===== src/hw/rtl/mipsex_pkg.sv =====
// Shared types, constants and the opcode decoder of the MIPS I-type/J-type executor.
package mipsex_pkg;

  localparam int unsigned DATA_BYTES_DEF = 4096;
  localparam logic [31:0] RESET_START    = 32'h0040_0000;
  localparam logic [31:0] JUMP_REGION    = 32'hF000_0000;
  localparam logic [4:0]  LINK_REG       = 5'd31;

  typedef enum logic [5:0] {
    OP_J         = 6'h02,
    OP_JAL       = 6'h03,
    OP_BEQ       = 6'h04,
    OP_BNE       = 6'h05,
    OP_ADDI      = 6'h08,
    OP_ADD_IMM_U = 6'h09,
    OP_SLTI      = 6'h0A,
    OP_SLT_IMM_U = 6'h0B,
    OP_ANDI      = 6'h0C,
    OP_ORI       = 6'h0D,
    OP_XORI      = 6'h0E,
    OP_LUI       = 6'h0F,
    OP_LB        = 6'h20,
    OP_LH        = 6'h21,
    OP_LW        = 6'h23,
    OP_LBU       = 6'h24,
    OP_LHU       = 6'h25,
    OP_SB        = 6'h28,
    OP_SH        = 6'h29,
    OP_SW        = 6'h2B
  } opcode_e;

  typedef enum logic [3:0] {
    ALU_ADD,
    ALU_SLT,
    ALU_SLTU,
    ALU_AND,
    ALU_OR,
    ALU_XOR,
    ALU_EQ,
    ALU_PASSB,
    ALU_SUBGE,
    ALU_MULHI,
    ALU_MULLO
  } alu_op_e;

  typedef enum logic [2:0] {
    CL_NOP,
    CL_JUMP,
    CL_BRANCH,
    CL_ALU,
    CL_LOAD,
    CL_STORE
  } class_e;

  typedef enum logic [2:0] {
    ST_IDLE,
    ST_PC4,
    ST_EXEC,
    ST_BRANCH,
    ST_REDUCE,
    ST_MEM,
    ST_WB
  } state_e;

  typedef struct packed {
    class_e      cls;
    alu_op_e     op;
    logic        zimm;
    logic        lui;
    logic        link;
    logic        bne;
    logic        sext;
    logic [2:0]  nbytes;
  } dec_t;

  function automatic dec_t decode(logic [5:0] opc);
    dec_t d;
    d.cls    = CL_NOP;
    d.op     = ALU_ADD;
    d.zimm   = 1'b0;
    d.lui    = 1'b0;
    d.link   = 1'b0;
    d.bne    = 1'b0;
    d.sext   = 1'b0;
    d.nbytes = 3'd0;
    case (opc)
      OP_J: begin
        d.cls = CL_JUMP;
      end
      OP_JAL: begin
        d.cls  = CL_JUMP;
        d.link = 1'b1;
      end
      OP_BEQ: begin
        d.cls = CL_BRANCH;
        d.op  = ALU_EQ;
      end
      OP_BNE: begin
        d.cls = CL_BRANCH;
        d.op  = ALU_EQ;
        d.bne = 1'b1;
      end
      OP_ADDI, OP_ADD_IMM_U: begin
        d.cls = CL_ALU;
      end
      OP_SLTI: begin
        d.cls = CL_ALU;
        d.op  = ALU_SLT;
      end
      OP_SLT_IMM_U: begin
        d.cls = CL_ALU;
        d.op  = ALU_SLTU;
      end
      OP_ANDI: begin
        d.cls  = CL_ALU;
        d.op   = ALU_AND;
        d.zimm = 1'b1;
      end
      OP_ORI: begin
        d.cls  = CL_ALU;
        d.op   = ALU_OR;
        d.zimm = 1'b1;
      end
      OP_XORI: begin
        d.cls  = CL_ALU;
        d.op   = ALU_XOR;
        d.zimm = 1'b1;
      end
      OP_LUI: begin
        d.cls = CL_ALU;
        d.op  = ALU_PASSB;
        d.lui = 1'b1;
      end
      OP_LB: begin
        d.cls    = CL_LOAD;
        d.sext   = 1'b1;
        d.nbytes = 3'd1;
      end
      OP_LH: begin
        d.cls    = CL_LOAD;
        d.sext   = 1'b1;
        d.nbytes = 3'd2;
      end
      OP_LW: begin
        d.cls    = CL_LOAD;
        d.nbytes = 3'd4;
      end
      OP_LBU: begin
        d.cls    = CL_LOAD;
        d.nbytes = 3'd1;
      end
      OP_LHU: begin
        d.cls    = CL_LOAD;
        d.nbytes = 3'd2;
      end
      OP_SB: begin
        d.cls    = CL_STORE;
        d.nbytes = 3'd1;
      end
      OP_SH: begin
        d.cls    = CL_STORE;
        d.nbytes = 3'd2;
      end
      OP_SW: begin
        d.cls    = CL_STORE;
        d.nbytes = 3'd4;
      end
      default: begin
        d.cls = CL_NOP;
      end
    endcase
    return d;
  endfunction

endpackage


===== src/hw/rtl/mipsex_alu.sv =====
// Shared 32-bit arithmetic, logic and compare unit of the executor.
module mipsex_alu
  import mipsex_pkg::*;
(
  input  alu_op_e     op_i,
  input  logic [31:0] x_i,
  input  logic [31:0] y_i,
  output logic [31:0] res_o
);

  logic [63:0] prod;

  assign prod = 64'(x_i) * 64'(y_i);

  always_comb begin
    unique case (op_i)
      ALU_ADD:   res_o = x_i + y_i;
      ALU_SLT:   res_o = {31'b0, $signed(x_i) < $signed(y_i)};
      ALU_SLTU:  res_o = {31'b0, x_i < y_i};
      ALU_AND:   res_o = x_i & y_i;
      ALU_OR:    res_o = x_i | y_i;
      ALU_XOR:   res_o = x_i ^ y_i;
      ALU_EQ:    res_o = {31'b0, x_i == y_i};
      ALU_PASSB: res_o = y_i;
      // Subtract only when the result stays non-negative.
      ALU_SUBGE: res_o = (x_i >= y_i) ? (x_i - y_i) : x_i;
      ALU_MULHI: res_o = prod[63:32];
      ALU_MULLO: res_o = prod[31:0];
      default:   res_o = 32'b0;
    endcase
  end

endmodule


===== config.mk =====
export PLATFORM = sky130hd
export DESIGN_NAME = mipsex_alu
export DESIGN_NICKNAME = d
export VERILOG_FILES = /design/src/hw/rtl/mipsex_pkg.sv /design/src/hw/rtl/mipsex_alu.sv
export SDC_FILE = /design/constraint.sdc
export NUM_CORES = 2
export LEC_CHECK = 0
export BUFFER_PORTS_ARGS = -buffer_cell sky130_fd_sc_hd__buf_4
export CAP_MARGIN = 0
export CORE_MARGIN = 4
export CORE_UTILIZATION = 55
export DETAILED_ROUTE_END_ITERATION = 12
export PLACE_DENSITY = 0.73
export SLEW_MARGIN = 20
export SYNTH_ARGS = -nofsm -noshare
export SYNTH_HDL_FRONTEND = slang
export SYNTH_SLANG_ARGS = --single-unit

===== constraint.sdc =====
create_clock -name vclk -period 23.1
set_clock_uncertainty 0.2 [all_clocks]
set_input_delay 4.62 -clock vclk [all_inputs]
set_output_delay 4.62 -clock vclk [all_outputs]
set_load 0.03 [all_outputs]

---- After elaboration in Yosys (flattened, before gate mapping) ----
Cells that the tools add are included.
cells by class
  $add $sub $neg .......................... 2
  $mul .................................... 1
  $lt $le $gt $ge ......................... 3
  equal/unequal tests ..................... 11
  mux-type cells .......................... 2
  bitwise logic cells ..................... 3
  reductions and logical operators ........ 1
operators with widths
  operator                                       number
  case mux 32 bit (11 select lines)              1
  < comparator 32 bit                            2
  multiplier 32 x 32 -> 64 bit                   1
  adder 32 bit                                   1
  bitwise AND 32 bit                             1
  == test 32 bit                                 1
  greater-or-equal comparator 32 bit             1
  2-to-1 mux 32 bit                              1
  OR 32 bit                                      1
  subtractor 32 bit                              1
  bitwise XOR 32 bit                             1
  == test 4 x 3 -> 1 bit, second input constant  4
  == test 4 bit, second input constant           3
  == test 4 x 2 -> 1 bit, second input constant  2
  == test 4 x 1 -> 1 bit, second input constant  1
  logical NOT 4 bit                              1
word-level totals
  register bits ........................... 0
  input port bits ......................... 68
  output and inout port bits .............. 32
  logic and storage cells ................. 23

---- Longest topological paths before layout ----
  word-level depth ........................ 3
  gate-level depth with buffers ........... 30
  depth with buffers taken out ............ 27

---- Least setup slack after synthesis ----
OpenSTA, ideal clock, no wires.
  path kind ............................... in2out
  start ................................... input y_i[6]
  end ..................................... output res_o[24]
  data arrival time ....................... 12.111 ns
  required time ........................... 18.280 ns
  path slack .............................. 6.169 ns
  stages .................................. 28
  path buffers ............................ 3
  cells stage by stage .................... clkbuf_1 clkinv_1 clkbuf_1 nor2_1 fa_1 fa_1 fa_1 inv_1 fa_1 inv_1 fa_1 inv_1 fa_1 inv_1 fa_1 fa_1 ha_1 clkbuf_1 nand2_1 nor4_2 nand4_1 a311oi_2 nor2_1 o31ai_2 a41oi_1 o21ai_1 mux2i_1 o221ai_1
between the ends
  longest elaborated chain between the ends .. 3
  elaborated cells on any way between the ends .. 6
  those cells by class .................... add/sub (2); mul (1); order compare (1); mux (2)
RTL lines
  element                                                               RTL line          source
  start, declared                                                       mipsex_alu.sv:7   input logic [31:0] y_i,
  branches (longest 2 deep; another with multiplier 32 x 32 -> 64 bit)  -
  case mux 32 bit (11 select lines) *                                   mipsex_alu.sv:16  unique case (op_i)
  end, declared                                                         mipsex_alu.sv:8   output logic [31:0] res_o
Every way passes the cells marked *.

---- Final worst setup path ----
  start ................................... input y_i[8]
  end ..................................... output res_o[31]
The elaborated chain is that of the path after synthesis.

==> results.py <==
metrics = {
    "status": {
        "status": "finished, final reports clean",
    },
    "grt": {
        "grt_antenna_before_repair": 4,
        "grt_pass1_vias": 34629,
        "grt-ovfl-total": 0,
        "grt_pass1_wl_um": 220400,
        "grtUsageTotal_pct": 40.53,
        "grt_max_degree": 43,
    },
    "floorplan": {
        "rows": 95,
        "fp.dieH_um": 270.3,
        "core_area_um2": 67630,
        "start_util_pct": 55.94,
        "dieArea_um2": 73050,
        "io_pins": 100,
        "die_w_um": 270.3,
    },
    "place": {
        "gp_congestion": 1.039,
        "port_buffers": 100,
        "dp.final_hpwl_um": 117800,
        "place_inst": 5388,
    },
    "cells_and_area": {
        "area_growth_syn_to_layout_pct": 3.261,
        "layoutNonFillerInstCount": 5389,
        "regArea_um2": 0,
        "n_clock_buffer": 0,
        "layout-drive-gt1-share_pct": 4.452,
        "final_nets": 5843,
        "nFillCells": 6249,
        "seq_cells": 0,
    },
    "cts": {
        "postCtsSetupBuffers": 0,
        "cts_resized": 0,
        "ctsHoldBuffers": 0,
    },
    "timing": {
        "max_slew_margin_pct": 26.10,
        "fin_crit_sh_pct": 81.67,
        "drv_slew": 0,
        "hold_viol": 0,
        "period_minus_slack_ns": 18.86,
        "rsz0062_at_grt": "no",
        "fmax_ghz": 0.05301,
        "fin_setup_tns_ns": 0,
        "worst_slew_pin_slew_ns": 1.107,
        "setup_violations": 0,
    },
    "yosys": {
        "synth_seq_area_share_pct": 0,
        "syn_avg_cell_area_um2": 8.166,
        "yosysWarningCount": 0,
        "synth.net_count": 5959,
        "synth.cell_area_um2": 37830,
        "netlist_instances": 4633,
        "synth_cell_types": 81,
    },
    "detailed_routing": {
        "drt_pass1_iterations": 6,
        "drc": 0,
        "num_vias": 33093,
        "drt_wl_total_um": 147800,
        "wl_per_cell_um": 27.43,
        "drtIter0Drc": 3127,
        "vias_per_cell": 6.141,
        "final_antenna_net_count": 0,
    },
    "worst_setup_path": {
        "crit_family": "adder cells",
        "required_ns": 18.28,
        "worstPathArrival_ns": 14.04,
        "cp-start-kind": "input port",
        "cp_common_cell": "fa_1",
        "crit_chain": "buf_4 -> clkinv_1 -> nor2_1 -> fa_1 -> fa_1 -> inv_1 -> fa_1 -> fa_1 -> inv_1 -> fa_1 -> fa_1 -> fa_1 -> fa_1 -> ha_1 -> and3_1 -> a221o_1 -> a21o_1 -> a31o_2 -> a41oi_1 -> o21ai_1 -> mux2i_1 -> or3_1 -> a211o_1 -> buf_4",
        "cp-end-kind": "output port",
        "cpPeakStageDelay_ns": 0.88,
        "critPathKind": "in2out",
        "cp_max_fo": 18,
        "crit_buf_inv": 5,
        "critPathSlowestCell": "clkinv_1",
    },
    "hold_path": {
        "hold_path.class": "in2out",
    },
    "flow_run": {
        "cap_violations": 0,
    },
}
-- final timing paths --
path,depth (start not counted),startpoint,to,slack [ns]
worst max-delay path,24,y_i[8],res_o[31],4.24
worst min-delay path,5,op_i[3],res_o[0],9.69
-- cell usage in the layout (no fill, tap or decap), types with 20 or more instances in the layout --
cell type  Yosys  final
a211oi_1      20     20
a21o_1        41     41
a21oi_1      156    156
a221oi_1      33     33
buf_4          1    156
clkinv_1      21     21
fa_1         897    897
ha_1         361    361
inv_1        959    958
nand2_1      572    572
nand3_1       41     41
nand4_1       26     26
nor2_1       674    672
nor3_1        27     25
o211ai_1      28     28
o21ai_0       92     92
o21ai_1       33     33
o21bai_1      25     25
xnor2_1       67     67
xor2_1        32     32
-- through the flow --
stage	worst slack [ns]	utilization [%]	hold WS, ns	area [um2]
5_1_grt	4.094	57.76	9.717	39060
3_3_place_gp	4.562	57.76	9.673	39060
2_1_floorplan	6.169	-	9.359	37830
6_report	4.235	57.76	9.693	39070
4_1_cts	4.473	57.76	9.675	39060
3_5_place_dp	4.496	57.76	9.671	39060
-- cells in the mapped netlist, types with 26 or more instances --
cell type  instances  area [um2]
inv_1            959        3600
fa_1             897       17960
nor2_1           674        2530
nand2_1          572        2147
ha_1             361        4517
clkbuf_1         220       825.8
a21oi_1          156       780.8
o21ai_0           92       460.4
xnor2_1           67       586.8
buf_1             42       157.7
a21o_1            41       307.8
nand3_1           41       205.2
a221oi_1          33       289.0
o21ai_1           33       165.2
xor2_1            32       280.3
o211ai_1          28       210.2
nor3_1            27       135.1
nand4_1           26       162.7
-- worst min-delay path, stage by stage --
cell     delay, ns
buf_4         0.13
nor4_1        0.07
nor4_1        0.14
o21ai_1       0.12
buf_4         0.18
-- layer usage --
| layer | global-route usage (%) | up-vias | part of all wire [%] |
|---|---|---|---|
| li1 | - | 13838 | - |
| met1 | 52.40 | 16639 | 37 |
| met2 | 64.25 | 2071 | 45 |
| met3 | 8.333 | 539 | 11 |
| met4 | 22.41 | 6 | 7.7 |
| met5 | 0 | - | 0.026 |
-- layout make-up --
class / count / area, um2 / area share [%]
Inverter: 991 / 3720 / 9.522
Timing Repair Buffer: 156 / 1171 / 2.998
Antenna cell: 1 / 2.502 / 0.006406
Multi-Input combinational cell: 3368 / 33080 / 84.68
Tap cell: 873 / 1092 / 2.796
-- logic make-up (layout without fill, tap and decap cells) --
| family | after synthesis | count (layout) | synth area share [%] |
|---|---|---|---|
| and+or+nand+nor | 1429 | 1429 | 15.37 |
| buffers and inverters | 1265 | 1147 | 12.65 |
| adders and majority gates | 1258 | 1258 | 59.40 |
| AOI/OAI and AO/OA | 570 | 570 | 9.968 |
| xor gates and xnor gates | 99 | 99 | 2.292 |
| muxes | 12 | 12 | 0.3208 |
| other | 0 | 1 | 0 |
